===== src/xrng_pkg.sv =====
`timescale 1ns / 1ps
`default_nettype none

package xrng_pkg;

  localparam logic [63:0] SEED_RESET = 64'd88172645463325252;

  localparam int unsigned SHIFT_A = 13;
  localparam int unsigned SHIFT_B = 7;
  localparam int unsigned SHIFT_C = 17;

  // remainder unit step counts
  localparam logic [6:0] MOD_STEPS_WIDE   = 7'd64;
  localparam logic [6:0] MOD_STEPS_NARROW = 7'd32;
  localparam logic [6:0] MOD_STEPS_LETTER = 7'd2;

  // ceil(2^34 / 13), exact quotient by 13 for 30-bit values
  localparam logic [30:0] LETTER_RECIP      = 31'h4EC4EC4F;
  localparam logic [5:0]  ALPHABET_HALF     = 6'd26;
  localparam logic [7:0]  LETTER_LOWER_BASE = 8'h61;
  localparam logic [7:0]  LETTER_UPPER_BASE = 8'h41;

  localparam int unsigned QUEUE_DEPTH = 2;

  typedef enum logic [2:0] {
    CMD_RAW64    = 3'd0,
    CMD_RAW32    = 3'd1,
    CMD_RANGED32 = 3'd2,
    CMD_RANGED64 = 3'd3,
    CMD_LETTERS  = 3'd4
  } cmd_e;

  typedef enum logic [2:0] {
    OP_RAW64,
    OP_RAW32,
    OP_MOD32,
    OP_MOD64,
    OP_LETTERS,
    OP_CONST
  } op_e;

  typedef struct packed {
    op_e         op;
    logic [63:0] lo;
    logic [63:0] span;
    logic [6:0]  count;
  } op_t;

  typedef struct packed {
    logic        start;
    logic        wide;
    logic        letter;
    logic [63:0] dividend;
    logic [63:0] divisor;
  } mod_req_t;

  typedef struct packed {
    logic        busy;
    logic        done;
    logic [63:0] rem;
  } mod_rsp_t;

  function automatic logic [63:0] xorshift(input logic [63:0] x);
    logic [63:0] t;
    t = x ^ (x << SHIFT_A);
    t = t ^ (t >> SHIFT_B);
    t = t ^ (t << SHIFT_C);
    return t;
  endfunction

  function automatic logic [7:0] letter_code(input logic [5:0] idx);
    logic [7:0] r;
    if (idx < ALPHABET_HALF) begin
      r = LETTER_LOWER_BASE + {2'b00, idx};
    end else begin
      r = LETTER_UPPER_BASE + {2'b00, idx - ALPHABET_HALF};
    end
    return r;
  endfunction

endpackage

`default_nettype wire


===== src/xrng_cmd_if.sv =====
`timescale 1ns / 1ps
`default_nettype none

interface xrng_cmd_if;
  logic        valid;
  logic        ready;
  logic [2:0]  cmd;
  logic [63:0] range_low;
  logic [63:0] range_high;
  logic [6:0]  letter_count;

  modport source (output valid, output cmd, output range_low, output range_high,
                  output letter_count, input ready);
  modport sink (input valid, input cmd, input range_low, input range_high,
                input letter_count, output ready);
endinterface

`default_nettype wire


===== src/xrng_res_if.sv =====
`timescale 1ns / 1ps
`default_nettype none

interface xrng_res_if;
  logic        valid;
  logic        ready;
  logic [63:0] value;
  logic        last;

  modport source (output valid, output value, output last, input ready);
  modport sink (input valid, input value, input last, output ready);
endinterface

`default_nettype wire


===== src/xrng_cfg_if.sv =====
`timescale 1ns / 1ps
`default_nettype none

interface xrng_cfg_if;
  logic        valid;
  logic        ready;
  logic [63:0] data;

  modport source (output valid, output data, input ready);
  modport sink (input valid, input data, output ready);
endinterface

`default_nettype wire


===== src/xorshift64_range_rng_top.sv =====
// channel  | dir | payload                                      | request
// ---------+-----+----------------------------------------------+------------------------
// cmd_i    | in  | cmd, range_low, range_high, letter_count     | one command
// res_o    | out | value, last                                  | one result
// cfg_i    | in  | data (seed)                                  | one seed write
//
// raw draws and equal-bound ranged draws: queue head to a pending register, then the
// output register; ranged32 and ranged64 draws first pass the bit-serial remainder
// unit (one dividend bit per cycle); each letter passes a two-step reciprocal
// remainder by 52
// reset loads the generator with the default seed, no clearing pass
// a 2-deep command queue and an output register let each side stall on its own
`timescale 1ns / 1ps
`default_nettype none

module xorshift64_range_rng_top #(
  parameter int unsigned MAX_BURST = 64
) (
  input  logic        clk_i,
  input  logic        rst_ni,
  xrng_cmd_if.sink    cmd_i,
  xrng_res_if.source  res_o,
  xrng_cfg_if.sink    cfg_i
);

  logic               push, q_full, q_empty, pop;
  xrng_pkg::op_t      entry, head;
  xrng_pkg::mod_req_t mod_req;
  xrng_pkg::mod_rsp_t mod_rsp;

  xrng_front #(
    .MAX_BURST (MAX_BURST)
  ) u_front (
    .cmd_i    (cmd_i),
    .q_full_i (q_full),
    .push_o   (push),
    .entry_o  (entry)
  );

  xrng_queue u_queue (
    .clk_i       (clk_i),
    .rst_ni      (rst_ni),
    .push_i      (push),
    .push_data_i (entry),
    .full_o      (q_full),
    .pop_i       (pop),
    .empty_o     (q_empty),
    .head_o      (head)
  );

  xrng_mod u_mod (
    .clk_i  (clk_i),
    .rst_ni (rst_ni),
    .req_i  (mod_req),
    .rsp_o  (mod_rsp)
  );

  xrng_back u_back (
    .clk_i     (clk_i),
    .rst_ni    (rst_ni),
    .q_empty_i (q_empty),
    .q_head_i  (head),
    .pop_o     (pop),
    .mod_req_o (mod_req),
    .mod_rsp_i (mod_rsp),
    .cfg_i     (cfg_i),
    .res_o     (res_o)
  );

`ifndef NO_ASSERTIONS
  a_no_overflow: assert property (@(posedge clk_i) disable iff (!rst_ni)
    !(push && q_full))
    else $error("command queue written while full");

  a_unknown_dropped: assert property (@(posedge clk_i) disable iff (!rst_ni)
    (cmd_i.valid && cmd_i.ready && (cmd_i.cmd > 3'(xrng_pkg::CMD_LETTERS))) |-> !push)
    else $error("unknown command reached the queue");

  a_mod_not_busy: assert property (@(posedge clk_i) disable iff (!rst_ni)
    !(mod_req.start && mod_rsp.busy))
    else $error("remainder unit restarted while busy");
`endif

endmodule

`default_nettype wire


===== src/xrng_front.sv =====
`timescale 1ns / 1ps
`default_nettype none

module xrng_front #(
  parameter int unsigned MAX_BURST = 64
) (
  xrng_cmd_if.sink          cmd_i,
  input  logic              q_full_i,
  output logic              push_o,
  output xrng_pkg::op_t     entry_o
);

  localparam logic [6:0] BurstMax = 7'(MAX_BURST);

  logic keep;

  always_comb begin
    entry_o       = '0;
    entry_o.op    = xrng_pkg::OP_RAW64;
    keep          = 1'b0;
    unique case (xrng_pkg::cmd_e'(cmd_i.cmd))
      xrng_pkg::CMD_RAW64: begin
        entry_o.op = xrng_pkg::OP_RAW64;
        keep       = 1'b1;
      end
      xrng_pkg::CMD_RAW32: begin
        entry_o.op = xrng_pkg::OP_RAW32;
        keep       = 1'b1;
      end
      xrng_pkg::CMD_RANGED32: begin
        keep       = 1'b1;
        entry_o.lo = {32'b0, cmd_i.range_low[31:0]};
        // equal bounds give the low bound with no draw
        if (cmd_i.range_low[31:0] == cmd_i.range_high[31:0]) begin
          entry_o.op = xrng_pkg::OP_CONST;
        end else begin
          entry_o.op   = xrng_pkg::OP_MOD32;
          entry_o.span = {32'b0, cmd_i.range_high[31:0] - cmd_i.range_low[31:0]};
        end
      end
      xrng_pkg::CMD_RANGED64: begin
        keep       = 1'b1;
        entry_o.lo = cmd_i.range_low;
        if (cmd_i.range_low == cmd_i.range_high) begin
          entry_o.op = xrng_pkg::OP_CONST;
        end else begin
          entry_o.op   = xrng_pkg::OP_MOD64;
          entry_o.span = cmd_i.range_high - cmd_i.range_low;
        end
      end
      xrng_pkg::CMD_LETTERS: begin
        entry_o.op    = xrng_pkg::OP_LETTERS;
        entry_o.count = (cmd_i.letter_count > BurstMax) ? BurstMax : cmd_i.letter_count;
        // empty burst is dropped
        keep          = (cmd_i.letter_count != 7'd0);
      end
      default: begin
        keep = 1'b0;
      end
    endcase
  end

  assign cmd_i.ready = !q_full_i;
  assign push_o      = cmd_i.valid && !q_full_i && keep;

endmodule

`default_nettype wire


===== src/xrng_queue.sv =====
`timescale 1ns / 1ps
`default_nettype none

module xrng_queue (
  input  logic              clk_i,
  input  logic              rst_ni,
  input  logic              push_i,
  input  xrng_pkg::op_t     push_data_i,
  output logic              full_o,
  input  logic              pop_i,
  output logic              empty_o,
  output xrng_pkg::op_t     head_o
);

  localparam int unsigned Depth = xrng_pkg::QUEUE_DEPTH;
  localparam int unsigned PtrW  = (Depth > 1) ? $clog2(Depth) : 1;
  localparam int unsigned CntW  = $clog2(Depth + 1);

  xrng_pkg::op_t slots_q [Depth];
  logic [PtrW-1:0] wr_ptr_q, rd_ptr_q;
  logic [CntW-1:0] count_q;

  assign full_o  = (count_q == CntW'(Depth));
  assign empty_o = (count_q == '0);
  assign head_o  = slots_q[rd_ptr_q];

  always_ff @(posedge clk_i) begin
    if (push_i) begin
      slots_q[wr_ptr_q] <= push_data_i;
    end
  end

  always_ff @(posedge clk_i or negedge rst_ni) begin
    if (!rst_ni) begin
      wr_ptr_q <= '0;
      rd_ptr_q <= '0;
      count_q  <= '0;
    end else begin
      if (push_i) begin
        wr_ptr_q <= (wr_ptr_q == PtrW'(Depth - 1)) ? '0 : wr_ptr_q + 1'b1;
      end
      if (pop_i) begin
        rd_ptr_q <= (rd_ptr_q == PtrW'(Depth - 1)) ? '0 : rd_ptr_q + 1'b1;
      end
      if (push_i && !pop_i) begin
        count_q <= count_q + 1'b1;
      end else if (pop_i && !push_i) begin
        count_q <= count_q - 1'b1;
      end
    end
  end

endmodule

`default_nettype wire


===== src/xrng_mod.sv =====
`timescale 1ns / 1ps
`default_nettype none

module xrng_mod (
  input  logic                 clk_i,
  input  logic                 rst_ni,
  input  xrng_pkg::mod_req_t   req_i,
  output xrng_pkg::mod_rsp_t   rsp_o
);

  logic        busy_q, done_q, letter_q;
  logic [6:0]  cnt_q;
  logic [63:0] rem_q, dvd_q, dvs_q;
  logic [26:0] quo_q;
  logic [64:0] trial, diff;
  logic        fits;
  logic [60:0] prod;
  logic [29:0] quo_x13;
  logic [3:0]  quarter_rem;

  // restoring remainder, one dividend bit per cycle
  assign trial = {rem_q, dvd_q[63]};
  assign diff  = trial - {1'b0, dvs_q};
  assign fits  = (trial >= {1'b0, dvs_q});

  // letters: x mod 52 = 4 * ((x >> 2) mod 13) + x[1:0]
  assign prod        = {31'b0, dvd_q[31:2]} * {30'b0, xrng_pkg::LETTER_RECIP};
  assign quo_x13     = {quo_q, 3'b000} + {1'b0, quo_q, 2'b00} + {3'b000, quo_q};
  assign quarter_rem = 4'(dvd_q[31:2] - quo_x13);

  always_ff @(posedge clk_i or negedge rst_ni) begin
    if (!rst_ni) begin
      busy_q   <= 1'b0;
      done_q   <= 1'b0;
      letter_q <= 1'b0;
      cnt_q    <= '0;
      rem_q    <= '0;
      dvd_q    <= '0;
      dvs_q    <= '0;
      quo_q    <= '0;
    end else begin
      done_q <= 1'b0;
      if (req_i.start) begin
        busy_q   <= 1'b1;
        letter_q <= req_i.letter;
        cnt_q    <= req_i.letter ? xrng_pkg::MOD_STEPS_LETTER :
                    (req_i.wide ? xrng_pkg::MOD_STEPS_WIDE : xrng_pkg::MOD_STEPS_NARROW);
        rem_q    <= '0;
        dvd_q    <= req_i.dividend;
        dvs_q    <= req_i.divisor;
      end else if (busy_q) begin
        if (letter_q) begin
          if (cnt_q == xrng_pkg::MOD_STEPS_LETTER) begin
            quo_q <= prod[60:34];
          end else begin
            rem_q <= {58'b0, quarter_rem, dvd_q[1:0]};
          end
        end else begin
          rem_q <= fits ? diff[63:0] : trial[63:0];
          dvd_q <= {dvd_q[62:0], 1'b0};
        end
        cnt_q <= cnt_q - 7'd1;
        if (cnt_q == 7'd1) begin
          busy_q <= 1'b0;
          done_q <= 1'b1;
        end
      end
    end
  end

  assign rsp_o.busy = busy_q;
  assign rsp_o.done = done_q;
  assign rsp_o.rem  = rem_q;

endmodule

`default_nettype wire


===== src/xrng_back.sv =====
`timescale 1ns / 1ps
`default_nettype none

module xrng_back (
  input  logic                 clk_i,
  input  logic                 rst_ni,
  input  logic                 q_empty_i,
  input  xrng_pkg::op_t        q_head_i,
  output logic                 pop_o,
  output xrng_pkg::mod_req_t   mod_req_o,
  input  xrng_pkg::mod_rsp_t   mod_rsp_i,
  xrng_cfg_if.sink             cfg_i,
  xrng_res_if.source           res_o
);

  typedef enum logic [1:0] {
    ST_IDLE,
    ST_MOD,
    ST_EMIT
  } state_e;

  state_e        state_q;
  xrng_pkg::op_e op_q;
  logic [63:0]   gen_q;
  logic [63:0]   lo_q;
  logic [6:0]    left_q;
  logic [63:0]   pend_value_q;
  logic          pend_last_q;
  logic          out_valid_q;
  logic [63:0]   out_value_q;
  logic          out_last_q;

  logic [63:0] xs_next;
  logic [63:0] mod_value;
  logic        out_free;
  logic        more;

  assign xs_next  = xrng_pkg::xorshift(gen_q);
  assign out_free = !out_valid_q || res_o.ready;
  assign more     = (op_q == xrng_pkg::OP_LETTERS) && (left_q > 7'd1);
  assign pop_o    = (state_q == ST_IDLE) && !q_empty_i;

  always_comb begin
    unique case (op_q)
      xrng_pkg::OP_MOD64: mod_value = mod_rsp_i.rem + lo_q;
      xrng_pkg::OP_MOD32: mod_value = {32'b0, mod_rsp_i.rem[31:0] + lo_q[31:0]};
      default:            mod_value = {56'b0, xrng_pkg::letter_code(mod_rsp_i.rem[5:0])};
    endcase
  end

  // remainder requests use the freshly advanced state
  always_comb begin
    mod_req_o = '0;
    unique case (state_q)
      ST_IDLE: begin
        if (!q_empty_i) begin
          unique case (q_head_i.op)
            xrng_pkg::OP_MOD64: begin
              mod_req_o.start    = 1'b1;
              mod_req_o.wide     = 1'b1;
              mod_req_o.dividend = xs_next;
              mod_req_o.divisor  = q_head_i.span;
            end
            xrng_pkg::OP_MOD32: begin
              mod_req_o.start    = 1'b1;
              mod_req_o.dividend = {xs_next[31:0], 32'b0};
              mod_req_o.divisor  = q_head_i.span;
            end
            xrng_pkg::OP_LETTERS: begin
              mod_req_o.start    = 1'b1;
              mod_req_o.letter   = 1'b1;
              mod_req_o.dividend = {32'b0, xs_next[31:0]};
            end
            default: begin
              mod_req_o.start = 1'b0;
            end
          endcase
        end
      end
      ST_EMIT: begin
        if (out_free && more) begin
          mod_req_o.start    = 1'b1;
          mod_req_o.letter   = 1'b1;
          mod_req_o.dividend = {32'b0, xs_next[31:0]};
        end
      end
      default: begin
        mod_req_o.start = 1'b0;
      end
    endcase
  end

  always_ff @(posedge clk_i or negedge rst_ni) begin
    if (!rst_ni) begin
      state_q      <= ST_IDLE;
      op_q         <= xrng_pkg::OP_RAW64;
      gen_q        <= xrng_pkg::SEED_RESET;
      lo_q         <= '0;
      left_q       <= '0;
      pend_value_q <= '0;
      pend_last_q  <= 1'b0;
      out_valid_q  <= 1'b0;
      out_value_q  <= '0;
      out_last_q   <= 1'b0;
    end else begin
      if (out_valid_q && res_o.ready) begin
        out_valid_q <= 1'b0;
      end
      unique case (state_q)
        ST_IDLE: begin
          if (!q_empty_i) begin
            op_q   <= q_head_i.op;
            lo_q   <= q_head_i.lo;
            left_q <= q_head_i.count;
            pend_last_q <= 1'b1;
            unique case (q_head_i.op)
              xrng_pkg::OP_CONST: begin
                pend_value_q <= q_head_i.lo;
                state_q      <= ST_EMIT;
              end
              xrng_pkg::OP_RAW64: begin
                gen_q        <= xs_next;
                pend_value_q <= xs_next;
                state_q      <= ST_EMIT;
              end
              xrng_pkg::OP_RAW32: begin
                gen_q        <= xs_next;
                pend_value_q <= {32'b0, xs_next[31:0]};
                state_q      <= ST_EMIT;
              end
              default: begin
                gen_q   <= xs_next;
                state_q <= ST_MOD;
              end
            endcase
          end
        end
        ST_MOD: begin
          if (mod_rsp_i.done) begin
            pend_value_q <= mod_value;
            pend_last_q  <= (op_q != xrng_pkg::OP_LETTERS) || (left_q == 7'd1);
            state_q      <= ST_EMIT;
          end
        end
        ST_EMIT: begin
          if (out_free) begin
            out_valid_q <= 1'b1;
            out_value_q <= pend_value_q;
            out_last_q  <= pend_last_q;
            if (more) begin
              left_q  <= left_q - 7'd1;
              gen_q   <= xs_next;
              state_q <= ST_MOD;
            end else begin
              state_q <= ST_IDLE;
            end
          end
        end
        default: begin
          state_q <= ST_IDLE;
        end
      endcase
      // seed writes must arrive only while idle; the block itself does not enforce it
      if (cfg_i.valid) begin
        gen_q <= cfg_i.data;
      end
    end
  end

  assign cfg_i.ready = 1'b1;
  assign res_o.valid = out_valid_q;
  assign res_o.value = out_value_q;
  assign res_o.last  = out_last_q;

endmodule

`default_nettype wire


===== src/flat_wrapper.sv =====
// flat-port wrapper written by rule: the top's interface ports become plain ports
module xorshift64_range_rng_top_flat 
#(
  parameter int unsigned MAX_BURST = 64
)
  (clk_i, rst_ni, cmd_i_valid, cmd_i_cmd, cmd_i_range_low, cmd_i_range_high, cmd_i_letter_count, cmd_i_ready, res_o_valid, res_o_value, res_o_last, res_o_ready, cfg_i_valid, cfg_i_data, cfg_i_ready);
  xrng_cmd_if cmd_i_i ();
  xrng_res_if res_o_i ();
  xrng_cfg_if cfg_i_i ();
  input  logic clk_i;
  input  logic rst_ni;
  input wire logic [$bits(cmd_i_i.valid)-1:0] cmd_i_valid;
  input wire logic [$bits(cmd_i_i.cmd)-1:0] cmd_i_cmd;
  input wire logic [$bits(cmd_i_i.range_low)-1:0] cmd_i_range_low;
  input wire logic [$bits(cmd_i_i.range_high)-1:0] cmd_i_range_high;
  input wire logic [$bits(cmd_i_i.letter_count)-1:0] cmd_i_letter_count;
  output wire logic [$bits(cmd_i_i.ready)-1:0] cmd_i_ready;
  output wire logic [$bits(res_o_i.valid)-1:0] res_o_valid;
  output wire logic [$bits(res_o_i.value)-1:0] res_o_value;
  output wire logic [$bits(res_o_i.last)-1:0] res_o_last;
  input wire logic [$bits(res_o_i.ready)-1:0] res_o_ready;
  input wire logic [$bits(cfg_i_i.valid)-1:0] cfg_i_valid;
  input wire logic [$bits(cfg_i_i.data)-1:0] cfg_i_data;
  output wire logic [$bits(cfg_i_i.ready)-1:0] cfg_i_ready;
  assign cmd_i_i.valid = cmd_i_valid;
  assign cmd_i_i.cmd = cmd_i_cmd;
  assign cmd_i_i.range_low = cmd_i_range_low;
  assign cmd_i_i.range_high = cmd_i_range_high;
  assign cmd_i_i.letter_count = cmd_i_letter_count;
  assign cmd_i_ready = cmd_i_i.ready;
  assign res_o_valid = res_o_i.valid;
  assign res_o_value = res_o_i.value;
  assign res_o_last = res_o_i.last;
  assign res_o_i.ready = res_o_ready;
  assign cfg_i_i.valid = cfg_i_valid;
  assign cfg_i_i.data = cfg_i_data;
  assign cfg_i_ready = cfg_i_i.ready;
  xorshift64_range_rng_top #(.MAX_BURST(MAX_BURST)) u_core (.clk_i(clk_i), .rst_ni(rst_ni), .cmd_i(cmd_i_i), .res_o(res_o_i), .cfg_i(cfg_i_i));
endmodule

===== config.mk =====
export PLATFORM = sky130hd
export DESIGN_NAME = xorshift64_range_rng_top_flat
export DESIGN_NICKNAME = d
export VERILOG_FILES = /design/src/xrng_pkg.sv /design/src/xrng_cmd_if.sv /design/src/xrng_res_if.sv /design/src/xrng_cfg_if.sv /design/src/xorshift64_range_rng_top.sv /design/src/xrng_front.sv /design/src/xrng_queue.sv /design/src/xrng_mod.sv /design/src/xrng_back.sv /design/src/flat_wrapper.sv
export SDC_FILE = /design/constraint.sdc
export NUM_CORES = 2
export LEC_CHECK = 0
export ABC_CLOCK_PERIOD_IN_PS = 13000
export BUFFER_PORTS_ARGS = -buffer_cell sky130_fd_sc_hd__buf_2
export CORE_UTILIZATION = 45
export DETAILED_ROUTE_END_ITERATION = 7
export SLEW_MARGIN = 20
export SYNTH_ARGS = -nofsm -noshare
export SYNTH_HDL_FRONTEND = slang
export SYNTH_HIERARCHICAL = 1
export SYNTH_SLANG_ARGS = --single-unit

===== constraint.sdc =====
create_clock -name clk_i -period 13 [get_ports clk_i]
set_input_delay 0.65 -clock clk_i [delete_from_list [all_inputs] [get_ports clk_i]]
set_output_delay 0.65 -clock clk_i [all_outputs]
set_load 0.02 [all_outputs]

==> flow_metrics.env <==
export IMPL_status="completed"
export IMPL_criticalPathCategory="register to register"
export IMPL_mostFrequentLayoutCells="686 x nand2_1, 553 x inv_1, 451 x dfrtp_1, 426 x ha_1, 420 x o21ai_0"
export IMPL_grt_use_met2_pct=41.94
export IMPL_ctsRootBufferMaster="clkbuf_16"
export IMPL_period_share_pct=56.72
export IMPL_hold_viol_final=0
export IMPL_fin_nets=6819
export IMPL_rows=128
export IMPL_drt_iter0_drc=3686
export IMPL_chipWidth_um=354.5
export IMPL_regArea_sq_um=20360
export IMPL_syn_area_per_cell_sq_um=9.587
export IMPL_portBuffers=273
export IMPL_arrival_ns=7.93
export IMPL_start_kind="register"
export IMPL_cts_setup_buffers=0
export IMPL_area_growth_pct=9.884
export IMPL_drt_wl_total_um=178400
export IMPL_multi_input_area_sq_um=32270
export IMPL_fin_hold_ws_ns=0.1979
export IMPL_h_tree_depth=3
export IMPL_clockBufferDepth=3
export IMPL_die_area_sq_um=125600
export IMPL_grt_util_met3_pct=3.013
export IMPL_nFillCells=11440
export IMPL_die_height_um=354.5
export IMPL_setup_tns_ns=0
export IMPL_synth_warnings=6
export IMPL_cts_tree="yes"
export IMPL_antenna_found_initial=4
export IMPL_max_slew_margin_rel_pct=19.87
export IMPL_grt_pass1_vias=42186
export IMPL_hpwl_um=140800
export IMPL_dr_pass1_iters=6
export IMPL_use_met1_pct=43.01
export IMPL_cts_sinks=757
export IMPL_busiest_layer="met1"
export IMPL_skew_ns=0.02843
export IMPL_track_usage_pct=28.13
export IMPL_drv_slew=0
export IMPL_post_drt_wl_per_cell_um=23.30
export IMPL_ant_nets=0
export IMPL_crit_path_end_kind="register"
export IMPL_finalWeightedCongestion=0.9545
export IMPL_via_per_inst=5.619
export IMPL_syn_inst=5831
export IMPL_drive_above_1_share_pct=12.80
export IMPL_drc=0
export IMPL_syn_num_nets=6690
export IMPL_grt_pass1_wl_um=268300
export IMPL_synth_area_sq_um=55900
export IMPL_clkLatencyLatePin_ns=0.68
export IMPL_initial_core_util_pct=45.63
export IMPL_worst_pin_slew_ns=1.198
export IMPL_final_common_cell="nand2_1"
export IMPL_hold_path_class="input pin to register"
export IMPL_setup_viol=0
export IMPL_overflow=0
export IMPL_core_area_sq_um=122500
export IMPL_required_ns=13.55
export IMPL_fmax_mhz=135.6
export IMPL_path_max_fanout=8
export IMPL_clk_pin_slew_ns=0.07
export IMPL_grt_max_degree=161
export IMPL_cts_buffers=86
export IMPL_ctsResizeCount=0
export IMPL_max_cap_violations=0
export IMPL_period_minus_slack_ns=7.374
export IMPL_rsz0062_at_grt="false"
export IMPL_vias=43023
export IMPL_ios=275
==> timing repair <==
action                                  4_1_cts  5_1_grt
endpoints found under the hold margin        44        0
endpoints found under the setup margin        0        0
hold buffers                                  1        0
==> per-stage QoR <==
step | cell area [sq um] | std cells | worst slack (ns) | utilization (%)
after floorplan | 55900 | 5831 | 5.001 | -
after global placement | 58510 | 7495 | 5.634 | 47.76
after detailed placement | 58530 | 7496 | 5.576 | 47.77
after CTS | 61410 | 7655 | 5.582 | 50.13
after global routing | 61420 | 7655 | 5.077 | 50.13
final | 61430 | 7657 | 5.626 | 50.14
==> layer usage <==
metal,routed length [um],part of all wire [%],vias up
met5,13,0.0073,-
met4,4964,2.8,2
met3,9114,5.1,215
met2,77140,43,1262
met1,87200,49,21133
li1,-,-,20411
==> state kept, by name, summed over array words and instances, names as in the netlist <==
signal                      cells
u_core/u_queue/slots_q        276
u_core/u_back/gen_q            64
u_core/u_back/lo_q             64
u_core/u_back/pend_value_q     64
u_core/u_back/res_o.value      64
u_core/u_mod/dvd_q             64
u_core/u_mod/dvs_q             64
u_core/u_mod/rem_q             64
u_core/u_back/left_q            7
u_core/u_mod/cnt_q              7
u_core/u_mod/quo_q              4
u_core/u_back/op_q              3
u_core/u_back/state_q           2
u_core/u_queue/count_q          2
u_core/u_back/pend_last_q       1
u_core/u_back/res_o.last        1
u_core/u_back/res_o.valid       1
u_core/u_mod/busy_q             1
u_core/u_mod/done_q             1
u_core/u_mod/letter_q           1
u_core/u_queue/rd_ptr_q         1
u_core/u_queue/wr_ptr_q         1
==> path summary, 6_finish.rpt <==
check,start,to,slack (ns),cells after the start
worst max register to register,u_core/u_mod/dvd_q[11],u_core/u_mod/quo_q[3],5.63,25
worst min-delay path,cfg_i_data[41],u_core/u_back/gen_q[41],0.20,3
max in group asynchronous,rst_ni,u_core/u_back/res_o.value[40],9.58,5
min in group asynchronous,rst_ni,u_core/u_mod/quo_q[1],0.48,2
worst min register to register,u_core/u_back/lo_q[19],u_core/u_back/lo_q[19],0.48,2
worst max-delay path,u_core/u_mod/dvd_q[11],u_core/u_mod/quo_q[3],5.63,25
==> critical path, stage by stage (launching register included) <==
cell and delay [ns]:
dfrtp_1 0.55, inv_1 0.20, fa_1 0.45, ha_1 0.31
inv_1 0.06, fa_1 0.53, inv_1 0.07, fa_1 0.52
fa_1 0.46, fa_1 0.54, fa_1 0.56, inv_1 0.05
fa_1 0.50, inv_1 0.04, ha_1 0.31, nand4_1 0.18
nor2_1 0.07, a211o_1 0.28, a21o_1 0.18, a21o_1 0.19
a2111oi_0 0.37, a32oi_1 0.21, a21o_1 0.23, a21oi_1 0.17
xnor2_1 0.13, o21ai_1 0.07
==> layout make-up <==
cell class	instances	share of cell area, %
Multi-Input combinational cell	4236	52.53
Sequential cell	757	33.15
Clock buffer	117	3.823
Inverter	554	3.387
Tap cell	1625	3.310
Timing Repair Buffer	325	2.927
Clock inverter	41	0.8575
Antenna cell	2	0.008147
Power is left out: the tool's default activity adds up to more than one toggle a clock period on the data nets, which glitch-free logic cannot reach.
